`src/hw/rtl/cdq_pkg.sv`:
```
// cdq_pkg: shared types and constants for the circular deque
// item structs, action and status codes, memory request struct
// no dependencies
package cdq_pkg;

	localparam int DEPTH   = 8;
	localparam int ADDR_W  = $clog2(DEPTH);
	localparam int POS_W   = ADDR_W + 1;
	localparam int CNT_W   = 4;
	localparam int DATA_W  = 32;
	localparam logic [CNT_W-1:0] CAP_RESET = CNT_W'(5);

	typedef enum logic [1:0] {
		ACT_PUSH_FRONT = 2'd0,
		ACT_PUSH_REAR  = 2'd1,
		ACT_POP_FRONT  = 2'd2,
		ACT_POP_REAR   = 2'd3
	} action_t;

	typedef enum logic [1:0] {
		ST_DONE  = 2'd0,
		ST_FULL  = 2'd1,
		ST_EMPTY = 2'd2
	} status_t;

	typedef struct packed {
		action_t                   action;
		logic signed [DATA_W-1:0]  push_value;
	} in_item_t;

	typedef struct packed {
		logic signed [DATA_W-1:0]  popped_value;
		status_t                   status;
		logic [CNT_W-1:0]          fill_level;
	} out_item_t;

	typedef struct packed {
		logic              we;
		logic              re;
		logic [ADDR_W-1:0] addr;
		logic [DATA_W-1:0] wdata;
	} mem_req_t;

	function automatic logic [ADDR_W-1:0] wrap_pos(input logic [POS_W-1:0] p);
		logic [POS_W-1:0] r;
		r = (p >= POS_W'(DEPTH)) ? p - POS_W'(DEPTH) : p;
		return r[ADDR_W-1:0];
	endfunction

endpackage

```
`src/hw/rtl/cdq_ram.sv`:
```
// cdq_ram: single-port synchronous ram with registered read
// no dependencies
module cdq_ram #(
	parameter int WIDTH = 32,
	parameter int DEPTH = 8,
	localparam int AW = $clog2(DEPTH)
) (
	input  logic             clk,
	input  logic             we,
	input  logic             re,
	input  logic [AW-1:0]    addr,
	input  logic [WIDTH-1:0] wdata,
	output logic [WIDTH-1:0] rdata
);

	logic [WIDTH-1:0] mem [DEPTH];

	always_ff @(posedge clk) begin
		if (we) begin
			mem[addr] <= wdata;
		end
	end

	always_ff @(posedge clk) begin
		if (re) begin
			rdata <= mem[addr];
		end
	end

endmodule

```
`src/hw/rtl/cdq_ctrl.sv`:
```
// cdq_ctrl: head pointer and fill count, full/empty decisions, memory requests
// depends on cdq_pkg
module cdq_ctrl import cdq_pkg::*; (
	input  logic             clk,
	input  logic             arst_n,
	input  logic             accept,
	input  in_item_t         item,
	input  logic [CNT_W-1:0] capacity,
	output mem_req_t         mem_req,
	output status_t          status,
	output logic             pop_ok,
	output logic [CNT_W-1:0] fill_next
);

	logic [ADDR_W-1:0] head_q, head_next, head_dec, tail_pos, rear_pos;
	logic [CNT_W-1:0]  fill_q, usable;
	logic              full, empty, is_push;

	always_comb begin
		if (capacity == '0) begin
			usable = CNT_W'(1);
		end else if (capacity > CNT_W'(DEPTH)) begin
			usable = CNT_W'(DEPTH);
		end else begin
			usable = capacity;
		end
	end

	assign full     = fill_q >= usable;
	assign empty    = fill_q == '0;
	assign is_push  = (item.action == ACT_PUSH_FRONT) || (item.action == ACT_PUSH_REAR);
	assign head_dec = (head_q == '0) ? ADDR_W'(DEPTH - 1) : head_q - ADDR_W'(1);
	assign tail_pos = wrap_pos(POS_W'(head_q) + POS_W'(fill_q));
	assign rear_pos = wrap_pos(POS_W'(head_q) + POS_W'(fill_q) - POS_W'(1));

	always_comb begin
		mem_req.we    = 1'b0;
		mem_req.re    = 1'b0;
		mem_req.addr  = head_q;
		mem_req.wdata = item.push_value;
		head_next     = head_q;
		fill_next     = fill_q;
		status        = ST_DONE;
		pop_ok        = 1'b0;
		if (is_push && full) begin
			status = ST_FULL;
		end else if (!is_push && empty) begin
			status = ST_EMPTY;
		end else begin
			unique case (item.action)
				ACT_PUSH_FRONT: begin
					mem_req.we   = accept;
					mem_req.addr = head_dec;
					head_next    = head_dec;
					fill_next    = fill_q + CNT_W'(1);
				end
				ACT_PUSH_REAR: begin
					mem_req.we   = accept;
					mem_req.addr = tail_pos;
					fill_next    = fill_q + CNT_W'(1);
				end
				ACT_POP_FRONT: begin
					mem_req.re   = accept;
					mem_req.addr = head_q;
					head_next    = wrap_pos(POS_W'(head_q) + POS_W'(1));
					fill_next    = fill_q - CNT_W'(1);
					pop_ok       = 1'b1;
				end
				ACT_POP_REAR: begin
					mem_req.re   = accept;
					mem_req.addr = rear_pos;
					fill_next    = fill_q - CNT_W'(1);
					pop_ok       = 1'b1;
				end
				default: begin
					status = ST_DONE;
				end
			endcase
		end
	end

	always_ff @(posedge clk or negedge arst_n) begin
		if (!arst_n) begin
			head_q <= '0;
			fill_q <= '0;
		end else if (accept) begin
			head_q <= head_next;
			fill_q <= fill_next;
		end
	end

endmodule

```
`src/hw/rtl/circular_deque.sv`:
```
// circular_deque: double-ended queue over an 8-entry ring in synchronous ram
// each result is valid in the cycle after its item is accepted
// throughput: one item per cycle unless out_ready stalls; single ram port, one access at most per item
// reset: head and fill cleared, capacity register set to 5, ram contents undefined
// depends on cdq_pkg, cdq_ctrl, cdq_ram
module circular_deque import cdq_pkg::*; (
	input  logic             clk,
	input  logic             arst_n,
	input  logic             in_valid,
	output logic             in_ready,
	input  in_item_t         in_data,
	output logic             out_valid,
	input  logic             out_ready,
	output out_item_t        out_data,
	input  logic             cfg_valid,
	output logic             cfg_ready,
	input  logic [CNT_W-1:0] cfg_data
);

	logic [CNT_W-1:0]  cap_q;
	logic              accept;
	mem_req_t          mem_req;
	status_t           status, status_s1;
	logic              pop_ok, pop_ok_s1, valid_s1;
	logic [CNT_W-1:0]  fill_next, fill_s1;
	logic [DATA_W-1:0] rdata;

	assign cfg_ready = 1'b1;
	assign in_ready  = !valid_s1 || out_ready;
	assign accept    = in_valid && in_ready;

	always_ff @(posedge clk or negedge arst_n) begin
		if (!arst_n) begin
			cap_q <= CAP_RESET;
		end else if (cfg_valid && cfg_ready) begin
			cap_q <= cfg_data;
		end
	end

	cdq_ctrl u_ctrl (
		.clk       (clk),
		.arst_n    (arst_n),
		.accept    (accept),
		.item      (in_data),
		.capacity  (cap_q),
		.mem_req   (mem_req),
		.status    (status),
		.pop_ok    (pop_ok),
		.fill_next (fill_next)
	);

	cdq_ram #(
		.WIDTH (DATA_W),
		.DEPTH (DEPTH)
	) u_ram (
		.clk   (clk),
		.we    (mem_req.we),
		.re    (mem_req.re),
		.addr  (mem_req.addr),
		.wdata (mem_req.wdata),
		.rdata (rdata)
	);

	always_ff @(posedge clk or negedge arst_n) begin
		if (!arst_n) begin
			valid_s1 <= 1'b0;
		end else if (in_ready) begin
			valid_s1 <= in_valid;
		end
	end

	always_ff @(posedge clk) begin
		if (accept) begin
			status_s1 <= status;
			pop_ok_s1 <= pop_ok;
			fill_s1   <= fill_next;
		end
	end

	assign out_valid             = valid_s1;
	assign out_data.popped_value = pop_ok_s1 ? rdata : '0;
	assign out_data.status       = status_s1;
	assign out_data.fill_level   = fill_s1;

`ifndef SYNTHESIS
	a_fill_bound: assert property (@(posedge clk) disable iff (!arst_n)
		out_valid |-> out_data.fill_level <= CNT_W'(DEPTH))
		else $error("fill level above depth");

	a_empty_fill: assert property (@(posedge clk) disable iff (!arst_n)
		out_valid && out_data.status == ST_EMPTY |-> out_data.fill_level == '0)
		else $error("empty refusal with nonzero fill");

	a_refused_zero: assert property (@(posedge clk) disable iff (!arst_n)
		out_valid && out_data.status != ST_DONE |-> out_data.popped_value == '0)
		else $error("refused item carries a popped value");

	a_accept_result: assert property (@(posedge clk) disable iff (!arst_n)
		accept |=> out_valid)
		else $error("accepted item produced no result");
`endif

endmodule

```
`config.mk`:
```
export PLATFORM = sky130hd
export DESIGN_NAME = circular_deque
export DESIGN_NICKNAME = d
export VERILOG_FILES = /design/src/hw/rtl/cdq_pkg.sv /design/src/hw/rtl/cdq_ram.sv /design/src/hw/rtl/cdq_ctrl.sv /design/src/hw/rtl/circular_deque.sv
export SDC_FILE = /design/constraint.sdc
export NUM_CORES = 1
export LEC_CHECK = 0
export BUFFER_PORTS_ARGS = -buffer_cell sky130_fd_sc_hd__buf_2
export CAP_MARGIN = 15
export CORE_ASPECT_RATIO = 1.1
export CORE_MARGIN = 4
export CORE_UTILIZATION = 65
export DETAILED_ROUTE_END_ITERATION = 12
export PLACE_DENSITY = 0.91
export RECOVER_POWER = 100
export SLEW_MARGIN = 20
export SYNTH_ARGS = -nofsm -noshare
export SYNTH_HDL_FRONTEND = slang
export SYNTH_SLANG_ARGS = --single-unit
```
`constraint.sdc`:
```
create_clock -name clk -period 7.8 [get_ports clk]
set_clock_uncertainty 0.2 [all_clocks]
set_input_delay 2.34 -clock clk [delete_from_list [all_inputs] [get_ports clk]]
set_output_delay 2.34 -clock clk [all_outputs]
set_load 0.01 [all_outputs]
```
[After elaboration in Yosys (flattened, before gate mapping)]
Memory sizes are Yosys's and may differ from the RTL's. A register that Yosys moved wholly into a read port is not among the register bits.
Cells that the tools add are included.
Cells by class
  $lt $le $gt $ge: 5
  equal/unequal tests: 3
  reductions and logical operators: 16
  multiplexer cells: 20
  add/subtract/negate cells: 9
  bitwise operators: 2
Operators with widths (number)
  32-bit two-way mux: 1
  4-bit two-way mux: 4
  4-bit >= comparator, second input constant: 3
  3-bit two-way mux: 4
  3-bit case mux with 4 select lines: 1
  3-bit by 1-bit subtractor with 3-bit output, second input constant: 4
  5-bit two-way mux: 2
  4-bit logical NOT: 2
  4-bit case mux with 2 select lines: 1
  4-bit by 1-bit subtractor with 4-bit output, second input constant: 2
  3-bit case mux with 2 select lines: 1
  2-bit OR reduction: 3
  1-bit two-way mux: 5
  3-bit by 1-bit adder with 4-bit output, second input constant: 1
  3-bit by 4-bit adder with 4-bit output: 1
  4-bit by 1-bit adder with 4-bit output, second input constant: 1
  2-bit equality test, second input constant: 2
  4-bit >= comparator: 1
  4-bit greater-than comparator, second input constant: 1
  4-bit AND reduction: 1
  1-bit logical AND: 3
  3-bit logical NOT: 1
  2-bit by 1-bit equality test with 1-bit output, second input constant: 1
  1-bit logical NOT: 2
  other kinds (5): 7
Word-level totals
  register bits: 19
  memories: 1
  bits in writable memories: 256
  logic and storage cells: 63
  output and inout bits: 41
  input bits: 43
Memory list
  u_ram.mem: depth 8, bits a word 32, read ports 1, clocked after memory_dff 1, write ports 1, RTL line cdq_ram.sv:16  | logic [WIDTH-1:0] mem [DEPTH];

[Longest topological paths before layout]
Gate-level depths: netlist of the first run.
  depth in word-level cells: 9
  mapped depth: 13
  mapped depth without buffers: 11

[Cells and area by module]
From an unflattened synthesis of the first run, not the netlist that was laid out.
Second synthesis, totals
  cells, all modules: 652
  area total of the unflattened synthesis: 12683.4 um2
Modules (own cells, without submodules)
  cdq_ram: seq. area each 8648.3 um2, cells each 453, area each 10820.4 um2, times used 1
  cdq_ctrl: seq. area each 175.2 um2, cells each 143, area each 1194.9 um2, times used 1
  circular_deque: seq. area each 337.8 um2, cells each 56, area each 668.1 um2, times used 1

[Worst setup path before layout of the first run]
OpenSTA, ideal clock, no wires.
  path kind: input -> register
  start: input port in_data[33] (netlist name)
  end: memory u_ram.mem[5][0], enable pin
  arrival: 5.265 ns
  setup slack: 1.910 ns
  library setup time: 0.425 ns
  required time: 7.175 ns
  buffers on the path: 2
  cell stages on the path: 7
  cell sequence: buf_2 o41a_1 nor2_4 nand2_4 o31ai_1 buf_2 nor2b_1
On the way
  longest elaborated chain between the ends: 8
  elaborated cells between the ends (all ways): 15
  classes of those cells: 3 x eq/ne; 6 x mux; 6 x reduce/logical
RTL lines
  start: declaration: RTL line circular_deque.sv:11  | input in_item_t in_data,
  2-bit by 1-bit equality test with 1-bit output or 2-bit logical NOT (tied branches): RTL line cdq_ctrl.sv:31, cdq_ctrl.sv:50
  1-bit logical OR: RTL line cdq_ctrl.sv:31  | assign is_push = (item.action == ACT_PUSH_FRONT) || (item.action == ACT_PUSH_REAR);
  1-bit logical NOT: RTL line cdq_ctrl.sv:47  | end else if (!is_push && empty) begin
  1-bit logical AND: RTL line cdq_ctrl.sv:47
  5-bit two-way mux: RTL line cdq_ctrl.sv:47
  5-bit two-way mux (*): RTL line cdq_ctrl.sv:45  | if (is_push && full) begin
  1-bit two-way mux: RTL line cdq_ram.sv:19  | if (we) begin
  1-bit two-way mux (implied by the code): RTL line cdq_ram.sv:20  | mem[addr] <= wdata;
  end: declaration: RTL line cdq_ram.sv:16
Mark *: on every way between the ends. The rest lies on a longest branch, timed or not.

[Worst setup path in the final report of the first run]
  start: input port in_data[33] (netlist name)
  end: memory u_ram.mem[1][17], enable pin
Same word-level chain as after synthesis.

==> run metrics, run 1 <==
vias in the first global route 6,999; Via Count roughly 6,600; post-CTS sizing 0; startpoint types primary input; fmax roughly 160 MHz; critical path cell sequence clkbuf_1 -> inv_1 -> o2111a_1 -> or3_1 -> nor2_1 -> o211ai_1 -> o31ai_1 -> nor2b_1 -> clkbuf_1 -> buf_16; Placed Instances between 900 and 1,000; Slew Limit Headroom -25.9%; Routed WL roughly 26,000 um; FP Rows 52; Crit path max-delay family buffers and inverters; All-Layer GR Usage between 20% and 30%; antenna violations before repair 1; H-tree depth 1; multi-input logic area ~2900 um^2; Die Y approximately 150 um; ys async rst share a little under 4%; most frequent cell on the critical path clkbuf_1; Final Cycle Share 80.6%; library cells used by synthesis between 50 and 60; fin cells between 1,000 and 1,500; clk sink count between 300 and 400; failing checks max-capacitance violations, max-slew violations; DIE AREA around 21,000 um^2; hold_ws between 0.3 and 0.4 ns; Post-synth top flop edfxtp_1; largest net degree at the start of global routing 60; Vias/cell approximately 6.4; core area 18,600 um^2; EDFF count, synth about 300; Syn Nets 719; Post-Syn Area per Cell roughly 19 um^2; crit path time final 6.29 ns; Post-Syn Instances approximately 660; status finished, violations left; Fillers approximately 1,100; Worst-path clk slew 0.06 ns; mapped cell area 12,500 um^2; buffers added on ports between 80 and 90; Max Root-Sink Buffers 3; CTS Hold Bufs 0; DRT antenna net count 0; Peak VDD IR about 450 uV; CP required 7.84 ns; Slew Limit Fails ~100; Slew @ Worst Pin between 1.5 and 2 ns; Max Cap Viol 6; # nets final between 800 and 900; register area just over 9000 um^2; CP peak stage delay 1.14 ns; DIE WIDTH 140 um; RSZ-0062 raised after global routing false; Layout area overhead 11.9%; Final Wtd Congestion about 0.84; initial DRC count between 500 and 600; I/O pins 84; clock latency on the worst-skew pair 0.54 ns; CP Capture Type flip-flop; hpwl dp 14,600 um; worst-path cell with the longest stage delay nor2b_1; Final setup viols 0; Lkg Pwr between 4 and 5 nW; final hold vios 0; CTS Buf Count 29; WS Path Type primary input to flip-flop; drt pass-1 iters 5; CTS tree yes; Synth Warn # 0; sequential share of the synthesized area between 70% and 80%; FF+latch count, synth 307; first-pass GRT wire length about 40,000 um; Worst Path Max Fanout 15; DRC errors left 0; fin worst setup slack approximately 1.5 ns; total grt overflow 0; most frequent cells in the layout 295 x edfxtp_1, 72 x clkbuf_1, 70 x mux2i_1; class of the worst hold path flip-flop to flip-flop; Routed WL per cell between 20 and 30 um; Place WS between 2 and 2.5 ns; Post-CTS Setup Inserts 0; most common cell after layout, fill and taps aside edfxtp_1; pwr dens 419 nW/um^2; Buf/Inv on CP 4; Starting Density approximately two thirds; post-layout utilization of the core between 70% and 80%; clk root buf clkbuf_16; ratio of cells with drive above 1 in the final layout between 10% and 20%; WP data arrival between 6 and 7 ns; flop2flop setup slack ~2.4 ns; Setup TNS 0 ns
-- where the power goes --
| group | switching, mW | internal, mW |
|---|---|---|
| Sequential | 0.0897 | 2.09 |
| Combinational | 1.31 | 1.06 |
| Clock | 0.555 | 0.738 |
-- cells by family (layout without fill, tap and decap cells) --
logic type,Yosys count,in the layout,share of synthesized area [%]
fa+ha+maj,13,13,1.43
xor+xnor,4,4,0.392
other cells,1,2,0.0301
simple gates,114,114,4.82
buf+inv,47,161,1.95
compound gates,67,67,5.60
mux,110,110,12.2
flops,307,307,73.6
-- per-layer routing --
| metal | track usage, % | part of all wire, % |
|---|---|---|
| met5 | 0 | 0 |
| met1 | 31.5 | 37 |
| met3 | 4.91 | 7.3 |
| met2 | 42.5 | 52 |
| met4 | 7.71 | 3.2 |
-- through the flow --
stage / cell area (um^2) / total power, mW
finish: 13900 / 5.84
detailed placement: 13300 / 4.74
global placement: 13100 / 4.57
global route: 13900 / 6.13
CTS: 14200 / 6.06
floorplan: 12500 / 4.17
-- state kept, by name, summed over array words and instances, names as in the netlist --
signal	count
u_ctrl.head_q	3
cap_q	4
pop_ok_s1	1
status_s1	2
fill_s1	4
u_ctrl.fill_q	4
out_valid	1
u_ram.mem	256
u_ram.rdata	32
-- area by class of cell --
class	instances	share of cell area [%]
Sequential cell	307	65.8
Multi-Input combinational cell	309	20.8
Clock buffer	41	5.75
Timing Repair Buffer	100	4.71
Tap cell	243	2.18
Clock inverter	8	0.413
Inverter	12	0.323
Antenna cell	1	0.0180
-- Yosys cell counts, types with 7 or more instances --
master    count  area [um^2]
edfxtp_1    295         8860
mux2i_1      69          691
nor2_1       43          161
and2_1       33          206
mux4_2       28          631
a221oi_2     27          405
buf_2        17         85.1
clkbuf_1     12         45.0
inv_1        12         45.0
ha_1         11          138
dfrtp_1      10          250
mux2_2        9          101
nor2b_1       8         50.1
o21ai_0       7         35.0
-- worst paths after layout --
path | cells after the start | endpoint | from
setup / recovery | 10 | u_ram.mem[1][17] | in_data[33]
hold / removal | 2 | out_valid | out_valid
setup reg to reg | 13 | u_ram.mem[1][17] | u_ctrl.head_q[0]
hold reg to reg | 2 | out_valid | out_valid
max in group asynchronous | 1 | u_ctrl.head_q[0] | arst_n
min in group asynchronous | 1 | u_ctrl.fill_q[1] | arst_n
-- worst min-delay path, delay by kind of cell, from the launching register on --
family / cells / cell delay, ns
DFF: 1 / 0.34
and+or+nand+nor: 2 / 0.18
(Power assumes the default switching activity.)
==> inputs of run 2 (changes only) <==
--- a/config.mk
+++ b/config.mk
@@ -9,9 +9,9 @@
 export CAP_MARGIN = 15
 export CORE_ASPECT_RATIO = 1.1
 export CORE_MARGIN = 4
-export CORE_UTILIZATION = 65
+export CORE_UTILIZATION = 54
 export DETAILED_ROUTE_END_ITERATION = 12
-export PLACE_DENSITY = 0.91
+export PLACE_DENSITY = 0.81
 export RECOVER_POWER = 100
 export SLEW_MARGIN = 20
 export SYNTH_ARGS = -nofsm -noshare
==> constraint.sdc (replaced) <==
create_clock -name clk -period 5.2 [get_ports clk]
set_clock_uncertainty 0.2 [all_clocks]
set_input_delay 1.56 -clock clk [delete_from_list [all_inputs] [get_ports clk]]
set_output_delay 1.56 -clock clk [all_outputs]
set_load 0.01 [all_outputs]
==> run 2 against run 1 <==
Compared with the run above: the run still ends with max-capacitance violations, max-slew violations left; sequential power is 50% higher; first-iteration DRC count is 17% lower; highest routed layer is now met5; worst setup slack worse by 0.84 ns.
==> run metrics, run 2 (same netlist as run 1, synthesis figures left out) <==
Worst-path clk slew 0.06 ns (about the same); multi-input logic area 2920 um^2 (+0.65%); Routed WL 24,900 um (-6.1%); DRT antenna net count 0 (unchanged); total grt overflow 0 (unchanged); Slew Limit Headroom -27.9% (-2.0 points); Starting Density 54.7% (-12 points); pwr dens 631 nW/um^2 (+50%); Slew Limit Fails 33 (-68%); first-pass GRT wire length 38,700 um (-3.8%); DIE AREA 25,600 um^2 (+19%); CTS tree yes; DRC errors left 0 (unchanged); Slew @ Worst Pin 1.92 ns (+0.0302 ns); CTS Buf Count 29 (unchanged); Die Y 167 um (+9.2%); CP required 5.16 ns (-2.68 ns); post-layout utilization of the core 61.0% (-14 points); core area 22,800 um^2 (+22%); initial DRC count 492 (-17%); H-tree depth 1 (unchanged); startpoint types primary input; Final Wtd Congestion 0.801 (-4.1%); clock latency on the worst-skew pair 0.54 ns (about the same); fmax between 200 and 250 MHz; Buf/Inv on CP 3 (-1); status finished, violations left; Via Count 6,398 (-2.7%); CP peak stage delay 0.71 ns (-0.43 ns); class of the worst hold path flip-flop to flip-flop; Max Root-Sink Buffers 3 (unchanged); DIE WIDTH 153 um (+9.2%); Peak VDD IR 462 uV (+3.2%); most frequent cells in the layout 295 x edfxtp_1, 70 x mux2i_1, 65 x clkbuf_1; register area 9160 um^2 (unchanged); most common cell after layout, fill and taps aside edfxtp_1; FP Rows 58 (+12%); Largest regs u_ram.mem: 256 flops, u_ram.rdata: 32 flops; Layout area overhead 11.6%; Final Cycle Share between 80 and 90%; crit path time final between 4 and 5 ns; Max Cap Viol 1 (-5); hpwl dp 14,000 um (-4.2%); CP Capture Type flip-flop; post-CTS sizing 0 (unchanged); failing checks max-capacitance violations, max-slew violations; worst-path cell with the longest stage delay clkbuf_2; Fillers 1,629 (+55%); largest net degree at the start of global routing 38 (-37%); CTS Hold Bufs 0 (unchanged); antenna violations before repair 1 (unchanged); Vias/cell 5.94 (-7.9%); Final setup viols 0 (unchanged); RSZ-0062 raised after global routing false; Worst Path Max Fanout 22 (+7); max reg flops 256 (unchanged); Post-CTS Setup Inserts 0 (unchanged); antenna diode count 0 (-1); clk sink count 307 (unchanged); vias in the first global route 6,761 (-3.4%); final hold vios 0 (unchanged); # nets final 816 (+0.12%); Routed WL per cell 23.1 um (-11%); All-Layer GR Usage 19.2% (-5.2 points); Setup TNS 0 ns (unchanged); WP data arrival 4.49 ns (-1.84 ns); drt pass-1 iters 5 (unchanged); clk root buf clkbuf_16; critical path cell sequence clkbuf_1 -> inv_1 -> o2111a_1 -> or3_1 -> nor2_1 -> o211ai_1 -> o31ai_1 -> nor2b_4 -> clkbuf_2; Lkg Pwr 4.78 nW (-0.15%); Crit path max-delay family buffers and inverters; ratio of cells with drive above 1 in the final layout 16.6% (+1.4 points); Top reg by flops u_ram.mem; total power 8.76 mW (+50%); I/O pins 84 (unchanged); buffers added on ports 82 (unchanged); WS Path Type primary input to flip-flop
[run 2: worst paths after layout]
path | start | end | slack (ns) | cells past startpoint
setup / recovery | in_data[33] | u_ram.mem[3][9] | 0.67 | 9
hold / removal | cap_q[1] | cap_q[1] | 0.36 | 1
setup reg to reg | u_ctrl.head_q[0] | u_ram.mem[3][9] | 0.80 | 12
hold reg to reg | cap_q[1] | cap_q[1] | 0.36 | 1
max in group asynchronous | arst_n | u_ctrl.head_q[0] | 3.53 | 1
min in group asynchronous | arst_n | u_ctrl.head_q[1] | 0.84 | 1
[run 2: layer usage]
metal	global-route usage [%]	share of wire (%)
met1	24.9	40
met2	33.4	51
met3	3.72	6.6
met4	5.73	2.2
met5	0	0.052
[run 2: where the power goes]
group / total [mW] / leakage (nW) / internal [mW] / switching, mW
clock network: 2.02 / 0.438 / 1.17 / 0.854
registers: 3.26 / 2.80 / 3.14 / 0.125
logic: 3.48 / 1.54 / 1.60 / 1.87
total: 8.76 / 4.78 / 5.91 / 2.85
[run 2: layout make-up]
class                   instances  share of cell area [%]
repair buffers                101                    3.54
clock buffers                  35                    5.38
clock inverters                14                    1.09
flip-flops and latches        307                    65.9
well taps                     300                    2.70
multi-input cells             309                    21.0
inverters                      12                   0.324
[run 2: per-stage QoR]
| step | std cells | cell area (um^2) | worst slack, ns | hold slack [ns] |
|---|---|---|---|---|
| finish | 1078 | 13900 | 0.671 | 0.358 |
| global route | 1078 | 13900 | 0.438 | 0.375 |
| CTS | 1078 | 14300 | 1.09 | 0.362 |
| detailed placement | 1029 | 13400 | 0.744 | 0.349 |
| global placement | 1029 | 13400 | 0.808 | 0.324 |
| floorplan | 663 | 12500 | 0.0900 | 0.304 |
